## src/rtl/apc_pkg.sv

```systemverilog
`default_nettype none
package apc_pkg;

  typedef enum logic [3:0] {
    ST_IDLE,
    ST_DECODE,
    ST_POINT,
    ST_EDGE,
    ST_EMIT_A,
    ST_ISECT,
    ST_IWAIT,
    ST_EMIT_X,
    ST_EMIT_B,
    ST_EMIT_INV,
    ST_NEXT,
    ST_CLOSE
  } state_e;

  localparam logic [1:0] AXIS_X = 2'd0;
  localparam logic [1:0] AXIS_Y = 2'd1;
  localparam logic [1:0] AXIS_Z = 2'd2;
  localparam logic [1:0] AXIS_ALT_Z = 2'd3;

  localparam logic [1:0] KIND_POINT       = 2'd0;
  localparam logic [1:0] KIND_SEGMENT     = 2'd1;
  localparam logic [1:0] KIND_POLYGON     = 2'd2;
  localparam logic [1:0] KIND_ALT_POLYGON = 2'd3;

  localparam logic REG_AXIS  = 1'b0;
  localparam logic REG_PLANE = 1'b1;

endpackage
`default_nettype wire

```

## src/rtl/apc_isect.sv

```systemverilog
`default_nettype none
module apc_isect #(
  parameter int W = 32
) (
  input  wire logic         clk_i,
  input  wire logic         rst_ni,
  input  wire logic         start_i,
  input  wire logic [W:0]   mag_a_i,
  input  wire logic [W:0]   mag_b_i,
  input  wire logic [W:0]   div_i,
  output logic      [W:0]   quo_o,
  output logic              done_o
);

  localparam int CW = $clog2(2 * W + 2);
  localparam logic [CW-1:0] MUL_LAST = CW'(W);
  localparam logic [CW-1:0] DIV_LAST = CW'(2 * W + 1);

  logic            busy_q, phase_q, done_q;
  logic [CW-1:0]   cnt_q;
  logic [W:0]      a_q, b_q, d_q, rem_q, quo_q;
  logic [2*W+1:0]  prod_q;
  logic [W+1:0]    trial;
  logic            fits;

  // shift-add multiply, MSB first, then restoring divide on the product
  assign trial = {rem_q, prod_q[2*W+1]};
  assign fits  = trial >= {1'b0, d_q};

  always_ff @(posedge clk_i or negedge rst_ni) begin
    if (!rst_ni) begin
      busy_q  <= 1'b0;
      phase_q <= 1'b0;
      done_q  <= 1'b0;
      cnt_q   <= '0;
    end else begin
      done_q <= 1'b0;
      if (start_i && !busy_q) begin
        busy_q  <= 1'b1;
        phase_q <= 1'b0;
        cnt_q   <= '0;
      end else if (busy_q) begin
        if (!phase_q) begin
          if (cnt_q == MUL_LAST) begin
            phase_q <= 1'b1;
            cnt_q   <= '0;
          end else begin
            cnt_q <= cnt_q + 1'b1;
          end
        end else if (cnt_q == DIV_LAST) begin
          busy_q <= 1'b0;
          done_q <= 1'b1;
        end else begin
          cnt_q <= cnt_q + 1'b1;
        end
      end
    end
  end

  always_ff @(posedge clk_i) begin
    if (start_i && !busy_q) begin
      a_q    <= mag_a_i;
      b_q    <= mag_b_i;
      d_q    <= div_i;
      prod_q <= '0;
      rem_q  <= '0;
      quo_q  <= '0;
    end else if (busy_q) begin
      if (!phase_q) begin
        prod_q <= {prod_q[2*W:0], 1'b0} + (b_q[W] ? {{(W+1){1'b0}}, a_q} : '0);
        b_q    <= {b_q[W-1:0], 1'b0};
      end else begin
        prod_q <= {prod_q[2*W:0], 1'b0};
        rem_q  <= fits ? (trial[W:0] - d_q) : trial[W:0];
        quo_q  <= {quo_q[W-1:0], fits};
      end
    end
  end

  assign quo_o  = (d_q == '0) ? '0 : quo_q;
  assign done_o = done_q;

endmodule
`default_nettype wire

```

## src/rtl/axis_plane_polygon_clipper_core.sv

```systemverilog
`default_nettype none
// Clips points, segments and polygons against one axis-aligned plane, one vertex per
// input transaction, and emits the clipped vertices one per output transaction. Each
// crossing edge sends both non-tested coordinates one after the other through a single
// bit-serial multiplier and restoring divider. Input is taken only between vertices.
// Configure clip_axis (offset 0) and clip_plane (offset 4) while idle.
module axis_plane_polygon_clipper_core #(
  parameter int COORD_BITS = 32
) (
  input  wire logic                  clk_i,
  input  wire logic                  rst_ni,
  input  wire logic                  in_valid_i,
  output logic                       in_ready_o,
  input  wire logic [COORD_BITS-1:0] coord_x_i,
  input  wire logic [COORD_BITS-1:0] coord_y_i,
  input  wire logic [COORD_BITS-1:0] coord_z_i,
  input  wire logic [1:0]            prim_kind_i,
  input  wire logic                  first_vertex_i,
  input  wire logic                  last_vertex_i,
  output logic                       out_valid_o,
  input  wire logic                  out_ready_i,
  output logic      [COORD_BITS-1:0] out_x_o,
  output logic      [COORD_BITS-1:0] out_y_o,
  output logic      [COORD_BITS-1:0] out_z_o,
  output logic                       vertex_valid_o,
  output logic                       end_of_prim_o,
  output logic                       entered_flag_o,
  input  wire logic                  psel,
  input  wire logic                  penable,
  input  wire logic                  pwrite,
  input  wire logic [2:0]            paddr,
  input  wire logic [31:0]           pwdata,
  output logic      [31:0]           prdata,
  output logic                       pready
);

  localparam int W = COORD_BITS;

  typedef logic [2:0][W-1:0] vert_t;

  apc_pkg::state_e state_q, state_d;

  logic [1:0]  axis_q;
  logic [31:0] plane_q;
  logic [W+31:0] plane_ext;
  logic signed [W-1:0] pl;
  logic [1:0] ax, oth0, oth1, ksel;

  vert_t v_q, start_q, prev_q, fe_q, a_q, b_q, x_q, out_v_q, em_vert;
  logic [1:0] kind_q;
  logic first_q, last_q, seg_q, pass_q, ka_q, kb_q, isel_q;
  logic any_q, ent_q;
  logic out_valid_q, out_vv_q, out_eop_q, out_ent_q;

  logic slot_free, ka, kb, kv;
  logic em_go, em_valid, em_eop, em_ent, em_rec;
  logic latch_edge, set_ent, unit_start, unit_done, store_x, prev_take;
  logic [W:0] dk, pa, da, mag_dk, mag_pa, mag_da, quo, sq, res;
  logic neg;

  function automatic logic kept_f(vert_t p, logic [1:0] a, logic signed [W-1:0] l);
    logic signed [W-1:0] c;
    c = p[a];
    if (a == apc_pkg::AXIS_Z || l <= 0) begin
      return c >= l;
    end
    return c <= l;
  endfunction

  assign plane_ext = {{W{1'b0}}, plane_q};
  assign pl   = plane_ext[W-1:0];
  assign ax   = (axis_q == apc_pkg::AXIS_ALT_Z) ? apc_pkg::AXIS_Z : axis_q;
  assign oth0 = (ax == apc_pkg::AXIS_X) ? apc_pkg::AXIS_Y : apc_pkg::AXIS_X;
  assign oth1 = (ax == apc_pkg::AXIS_Z) ? apc_pkg::AXIS_Y : apc_pkg::AXIS_Z;
  assign ksel = isel_q ? oth1 : oth0;

  assign ka = kept_f(a_q, ax, pl);
  assign kb = kept_f(b_q, ax, pl);
  assign kv = kept_f(v_q, ax, pl);

  assign dk = {b_q[ksel][W-1], b_q[ksel]} - {a_q[ksel][W-1], a_q[ksel]};
  assign pa = {b_q[ax][W-1], b_q[ax]} - {pl[W-1], pl};
  assign da = {b_q[ax][W-1], b_q[ax]} - {a_q[ax][W-1], a_q[ax]};
  assign mag_dk = dk[W] ? -dk : dk;
  assign mag_pa = pa[W] ? -pa : pa;
  assign mag_da = da[W] ? -da : da;
  assign neg = dk[W] ^ pa[W] ^ da[W];
  assign sq  = neg ? -quo : quo;
  assign res = {b_q[ksel][W-1], b_q[ksel]} - sq;

  apc_isect #(.W(W)) u_isect (
    .clk_i  (clk_i),
    .rst_ni (rst_ni),
    .start_i(unit_start),
    .mag_a_i(mag_dk),
    .mag_b_i(mag_pa),
    .div_i  (mag_da),
    .quo_o  (quo),
    .done_o (unit_done)
  );

  assign slot_free = !out_valid_q || out_ready_i;

  always_comb begin
    state_d    = state_q;
    em_go      = 1'b0;
    em_vert    = v_q;
    em_valid   = 1'b1;
    em_eop     = 1'b0;
    em_ent     = ent_q;
    em_rec     = 1'b0;
    latch_edge = 1'b0;
    set_ent    = 1'b0;
    unit_start = 1'b0;
    store_x    = 1'b0;
    prev_take  = 1'b0;
    case (state_q)
      apc_pkg::ST_IDLE: begin
        if (in_valid_i) state_d = apc_pkg::ST_DECODE;
      end
      apc_pkg::ST_DECODE: begin
        if (kind_q == apc_pkg::KIND_POINT || (first_q && last_q)) begin
          state_d = apc_pkg::ST_POINT;
        end else if (first_q) begin
          state_d = apc_pkg::ST_IDLE;
        end else begin
          latch_edge = 1'b1;
          state_d    = apc_pkg::ST_EDGE;
        end
      end
      apc_pkg::ST_POINT: begin
        em_vert  = kv ? v_q : '0;
        em_valid = kv;
        em_eop   = 1'b1;
        em_ent   = 1'b0;
        if (slot_free) begin
          em_go   = 1'b1;
          state_d = apc_pkg::ST_IDLE;
        end
      end
      apc_pkg::ST_EDGE: begin
        if (ka) begin
          state_d = apc_pkg::ST_EMIT_A;
        end else if (kb) begin
          set_ent = 1'b1;
          state_d = apc_pkg::ST_ISECT;
        end else begin
          state_d = seg_q ? apc_pkg::ST_EMIT_INV : apc_pkg::ST_NEXT;
        end
      end
      apc_pkg::ST_EMIT_A: begin
        em_vert = a_q;
        em_rec  = !seg_q;
        if (slot_free) begin
          em_go = 1'b1;
          if (kb_q) state_d = seg_q ? apc_pkg::ST_EMIT_B : apc_pkg::ST_NEXT;
          else      state_d = apc_pkg::ST_ISECT;
        end
      end
      apc_pkg::ST_ISECT: begin
        unit_start = 1'b1;
        state_d    = apc_pkg::ST_IWAIT;
      end
      apc_pkg::ST_IWAIT: begin
        if (unit_done) begin
          store_x = 1'b1;
          state_d = isel_q ? apc_pkg::ST_EMIT_X : apc_pkg::ST_ISECT;
        end
      end
      apc_pkg::ST_EMIT_X: begin
        em_vert = x_q;
        em_rec  = !seg_q;
        em_eop  = seg_q && ka_q;
        if (slot_free) begin
          em_go   = 1'b1;
          state_d = (seg_q && !ka_q) ? apc_pkg::ST_EMIT_B : apc_pkg::ST_NEXT;
        end
      end
      apc_pkg::ST_EMIT_B: begin
        em_vert = b_q;
        em_eop  = 1'b1;
        if (slot_free) begin
          em_go   = 1'b1;
          state_d = apc_pkg::ST_NEXT;
        end
      end
      apc_pkg::ST_EMIT_INV: begin
        em_vert  = '0;
        em_valid = 1'b0;
        em_eop   = 1'b1;
        if (slot_free) begin
          em_go   = 1'b1;
          state_d = apc_pkg::ST_NEXT;
        end
      end
      apc_pkg::ST_NEXT: begin
        if (seg_q) begin
          prev_take = 1'b1;
          state_d   = apc_pkg::ST_IDLE;
        end else if (!pass_q) begin
          prev_take = 1'b1;
          state_d   = last_q ? apc_pkg::ST_EDGE : apc_pkg::ST_IDLE;
        end else begin
          state_d = apc_pkg::ST_CLOSE;
        end
      end
      apc_pkg::ST_CLOSE: begin
        em_vert  = any_q ? fe_q : '0;
        em_valid = any_q;
        em_eop   = 1'b1;
        if (slot_free) begin
          em_go   = 1'b1;
          state_d = apc_pkg::ST_IDLE;
        end
      end
      default: state_d = apc_pkg::ST_IDLE;
    endcase
  end

  assign in_ready_o = (state_q == apc_pkg::ST_IDLE);

  always_ff @(posedge clk_i or negedge rst_ni) begin
    if (!rst_ni) begin
      state_q     <= apc_pkg::ST_IDLE;
      axis_q      <= '0;
      plane_q     <= '0;
      start_q     <= '0;
      prev_q      <= '0;
      any_q       <= 1'b0;
      ent_q       <= 1'b0;
      out_valid_q <= 1'b0;
      isel_q      <= 1'b0;
      pass_q      <= 1'b0;
    end else begin
      state_q <= state_d;
      if (psel && penable && pwrite) begin
        if (paddr[2] == apc_pkg::REG_PLANE) plane_q <= pwdata;
        else                                axis_q  <= pwdata[1:0];
      end
      if (state_q == apc_pkg::ST_DECODE && kind_q != apc_pkg::KIND_POINT && first_q) begin
        start_q <= v_q;
        prev_q  <= v_q;
        any_q   <= 1'b0;
        ent_q   <= 1'b0;
      end
      if (latch_edge) pass_q <= 1'b0;
      if (prev_take) begin
        prev_q <= v_q;
        if (!seg_q && !pass_q) pass_q <= 1'b1;
      end
      if (set_ent) ent_q <= 1'b1;
      if (em_go && em_rec && !any_q) any_q <= 1'b1;
      if (state_q == apc_pkg::ST_EDGE) isel_q <= 1'b0;
      if (store_x) isel_q <= !isel_q;
      if (em_go) out_valid_q <= 1'b1;
      else if (out_ready_i) out_valid_q <= 1'b0;
    end
  end

  always_ff @(posedge clk_i) begin
    if (in_valid_i && in_ready_o) begin
      v_q     <= {coord_z_i, coord_y_i, coord_x_i};
      kind_q  <= prim_kind_i;
      first_q <= first_vertex_i;
      last_q  <= last_vertex_i;
    end
    if (latch_edge) begin
      a_q   <= prev_q;
      b_q   <= v_q;
      seg_q <= (kind_q == apc_pkg::KIND_SEGMENT);
    end
    if (prev_take && !seg_q && !pass_q) begin
      a_q <= v_q;
      b_q <= start_q;
    end
    if (state_q == apc_pkg::ST_EDGE) begin
      ka_q <= ka;
      kb_q <= kb;
    end
    if (state_q == apc_pkg::ST_ISECT) x_q[ax] <= pl;
    if (store_x) x_q[ksel] <= res[W-1:0];
    if (em_go && em_rec && !any_q) fe_q <= em_vert;
    if (em_go) begin
      out_v_q   <= em_vert;
      out_vv_q  <= em_valid;
      out_eop_q <= em_eop;
      out_ent_q <= em_ent;
    end
  end

  assign out_valid_o    = out_valid_q;
  assign out_x_o        = out_v_q[0];
  assign out_y_o        = out_v_q[1];
  assign out_z_o        = out_v_q[2];
  assign vertex_valid_o = out_vv_q;
  assign end_of_prim_o  = out_eop_q;
  assign entered_flag_o = out_ent_q;

  assign prdata = (paddr[2] == apc_pkg::REG_PLANE) ? plane_q : {30'd0, axis_q};
  assign pready = 1'b1;

endmodule
`default_nettype wire

```

## config.mk

```make
export PLATFORM = sky130hd
export DESIGN_NAME = axis_plane_polygon_clipper_core
export DESIGN_NICKNAME = d
export VERILOG_FILES = /design/src/rtl/apc_pkg.sv /design/src/rtl/apc_isect.sv /design/src/rtl/axis_plane_polygon_clipper_core.sv
export SDC_FILE = /design/constraint.sdc
export NUM_CORES = 2
export LEC_CHECK = 0
export BUFFER_PORTS_ARGS = -buffer_cell sky130_fd_sc_hd__buf_2
export CORE_MARGIN = 2
export CORE_UTILIZATION = 57
export DETAILED_ROUTE_END_ITERATION = 12
export GPL_ROUTABILITY_DRIVEN = 0
export PLACE_DENSITY = 0.75
export SLEW_MARGIN = 20
export SYNTH_ARGS = -nofsm -noshare
export SYNTH_HDL_FRONTEND = slang
export SYNTH_SLANG_ARGS = --single-unit
```

## constraint.sdc

```tcl
create_clock -name clk_i -period 14.9 [get_ports clk_i]
set_input_delay 1.49 -clock clk_i [delete_from_list [all_inputs] [get_ports clk_i]]
set_output_delay 1.49 -clock clk_i [all_outputs]
set_load 0.02 [all_outputs]
```

==> results.tsv <==
stage	metric	value	unit
global_routing	grt_pass1_vias	44600	
die	io_pins	276	
clock_network	path_clk_slew	0.07	ns
routing	routed_via_density	6.41	
sta	finalHoldViolCount	0	
die	die_x	326	µm
synth	synth-main-ff-cell	edfxtp_1	
sta	max_freq	0.0944	GHz
sta	slew_headroom	18.3	%
sta	setup_viol	0	
die	die_h	326	µm
critical_path	crit_path_end_kind	flip-flop	
cells_and_area	num-fill-cells	8102	
routing	wl	178000	µm
power	p_per_area	219	mW/mm²
synth	synth-seq-area-share	47.9	%
global_routing	grtUsageMet2	47.3	%
synth	ys_ff_latch	1061	
sta	finalMaxSlewViolations	0	
sta	finalClockSkew	0.0595	ns
cells_and_area	multi_input_area	0.0291	mm²
sta	fin_crit_sh	71.1	%
critical_path	r2r_slack	4.30	ns
sta	setup_ws	4.30	ns
clock_network	clk_path_buf_depth	3	
cells_and_area	syn_to_final_growth	11.0	%
hold_path	hold_class	reg2reg	
global_routing	grt_max_degree	142	
cells_and_area	regArea	0.0284	mm²
synth	syn_nets	6171	
run_status	status	complete, no violations	
die	initial_utilization	57.3	%
clock_network	clkLatencyLatePin	0.75	ns
critical_path	required	15.49	ns
die	std_cell_rows	118	
routing	drc	0	
cells_and_area	finish.utilization	63.6	%
routing	drt_iter0_markers	5709	
routing	drtAntennaViolNets	0	
sta	setup_tns	0	ns
critical_path	cp_slowest_stage_delay	0.73	ns
clock_network	clock_sinks	1061	
global_routing	grt_pass1_wl	268000	µm
placement	dp.final_hpwl	125000	µm
critical_path	arrival	11.19	ns
synth	ys_warn_count	0	
sta	tightest_slew	1.21	ns
die	die-area	0.107	mm²
critical_path	cp-start-kind	flip-flop	
global_routing	antenna_found_initial	6	
synth	synth_area_per_cell	10.3	µm²
clock_network	cts_resized	0	
die	core_area	0.103	mm²
critical_path	worstSetupPathType	reg2reg	
synth	syn_inst	5762	
synth	synth-edff-count	589	
clock_network	cts-htree-levels	3	
clock_network	cts_setup_buffers	0	
power	p_leak	26.3	nW
critical_path	cp_slowest_cell	xnor2_2	
hold_path	hp-start	u_isect.prod_q[41]$_SDFFE_PP0P_	
clock_network	clockRootBuffer	clkbuf_16	
critical_path	cp_max_fo	38	
critical_path	r2r_start	axis_q[0]$_DFFE_PN0P_	
job	maxCapViolCount	0	
global_routing	use_met1	45.8	%
global_routing	met3_usage	9.19	%
sta	rsz0062_at_grt	no	
clock_network	cts_tree	built	
placement	port_buffers	272	
routing	vias	47500	
power	power.total	0.0144	W
clock_network	numCtsBuffers	111	
global_routing	top_usage_layer	met2	
routing	wire_per_inst	24.0	µm
synth	netlist_area	0.0592	mm²
synth	synthArstFlopShare	23.1	%
global_routing	overflow	0	
cells_and_area	finalNetCount	6333	
synth	synth_cell_types	94	
critical_path	crit_start	axis_q[0]$_DFFE_PN0P_	
sta	fin_crit	10.60	ns
power	ir_worst_vdd	0.000253	V
clock_network	cts_hold_buf	0	
routing	drt_first_pass_iters	6	
global_routing	grtUsageTotal	32.5	%
cells_and_area	drive_above_1_share	16.6	%
placement	dp_slack	4.64	ns
==> layer usage <==
| metal | routed length, µm | vias to the layer above | part of all wire [%] |
|---|---|---|---|
| met4 | 7830 | 6 | 4.4 |
| li1 | - | 21400 | - |
| met1 | 72800 | 22900 | 41 |
| met5 | 45 | - | 0.025 |
| met2 | 75100 | 2716 | 42 |
| met3 | 22100 | 488 | 12 |
==> cell usage after synthesis (all sizes together) (82+ instances only) <==
cell type	number	area [µm²]
a21o	83	623
a21oi	344	1730
a221o	99	991
a22oi	137	1030
and2	82	513
clkbuf	267	1000
dfrtp	245	6130
dfxtp	227	4540
edfxtp	589	17700
ha	261	3270
inv	193	724
mux2	424	4770
mux2i	115	1150
nand2	727	2730
nor2	327	1250
o21ai	452	2280
xnor2	200	1760
xor2	108	946
==> worst max-delay path: cells and delay by family (launching register included) <==
family                   cells  cell delay, ns
buffers and inverters        1            0.67
AO/OA/AOI/OAI               18            4.54
AND/OR/NAND/NOR              6            1.44
XOR/XNOR                     3            1.49
flip-flops                   1            0.66
multiplexers                 1            0.11
adder cells (fa/ha/maj)      4            1.51
==> cell usage in the layout, fill, tap and decap left out, drive strengths merged, types with 37 or more instances in the layout <==
cell type and n:
inv 194, ha 261, nor3 62, xor2 108, a211oi 41, a21o 83
nand2b 64, clkbuf 151, edfxtp 589, nor2 327, nor2b 52, and2 82
a22o 37, dfrtp 245, o21a 53, nand4 61, nand2 727, buf 347
mux2i 115, mux2 424, xnor2 200, and3 42, nand3 78, a31oi 38
a221o 99, clkinv 44, a22oi 137, o21ai 452, dfxtp 227, a21oi 344
==> final timing paths <==
kind                                              endpoint  cells past startpoint
max in group asynchronous          start_q[91]$_DFFE_PN0P_                      2
setup / recovery                           x_q[95]$_DFF_P_                     33
hold reg to reg            u_isect.prod_q[41]$_SDFFE_PP0P_                      2
setup reg to reg                           x_q[95]$_DFF_P_                     33
min in group asynchronous                pl[7]$_DFFE_PN0P_                      1
hold / removal             u_isect.prod_q[41]$_SDFFE_PP0P_                      2
==> report_power, final <==
part / switching [W] / leakage, nW / internal (W)
registers: 0.000597 / 10.2 / 0.00434
clock network: 0.00121 / 1.84 / 0.00166
logic: 0.00411 / 14.3 / 0.00252
==> state kept, by name (all words and copies together), names as in the netlist, 2 cells and up <==
register	count
a_q	96
out_x_o	32
v_q	96
start_q	96
kind_q	2
u_isect.b_q	33
axis_q	2
b_q	96
fe_q	96
pl	32
u_isect.d_q	33
prev_q	96
u_isect.cnt_q	7
out_z_o	32
x_q	96
u_isect.rem_q	33
out_y_o	32
u_isect.a_q	33
u_isect.quo_q	32
u_isect.prod_q	66
state_q	4
==> kinds of logic (layout without fill, tap and decap cells) <==
kind of cell / after synthesis / in the layout / share of synthesized area [%]
AOI/OAI and AO/OA: 1488 / 1488 / 16.2
other: 1 / 8 / 0.00633
adders and majority gates: 268 / 268 / 5.73
muxes: 539 / 539 / 10.0
DFF: 1061 / 1061 / 47.9
xor gates and xnor gates: 308 / 308 / 4.57
and+or+nand+nor: 1604 / 1604 / 12.4
buffers and inverters: 493 / 753 / 3.19
==> through the flow <==
stage | hold slack (ns) | std cells | instance area [µm²]
3_5_place_dp | 0.464 | 7190 | 61900
3_3_place_gp | 0.443 | 7190 | 61900
6_report | 0.474 | 7409 | 65800
4_1_cts | 0.471 | 7401 | 65700
2_1_floorplan | 0.435 | 5762 | 59200
5_1_grt | 0.491 | 7402 | 65700
==> cell type report <==
cell class | instances | share of cell area [%]
Multi-Input combinational cell | 4208 | 44.3
Antenna cell | 7 | 0.0266
Sequential cell | 1061 | 43.1
Clock inverter | 60 | 1.03
Tap cell | 1380 | 2.63
Clock buffer | 151 | 4.73
Timing Repair Buffer | 347 | 2.99
Inverter | 195 | 1.12
Note: power is estimated with default switching activity, not from simulation.
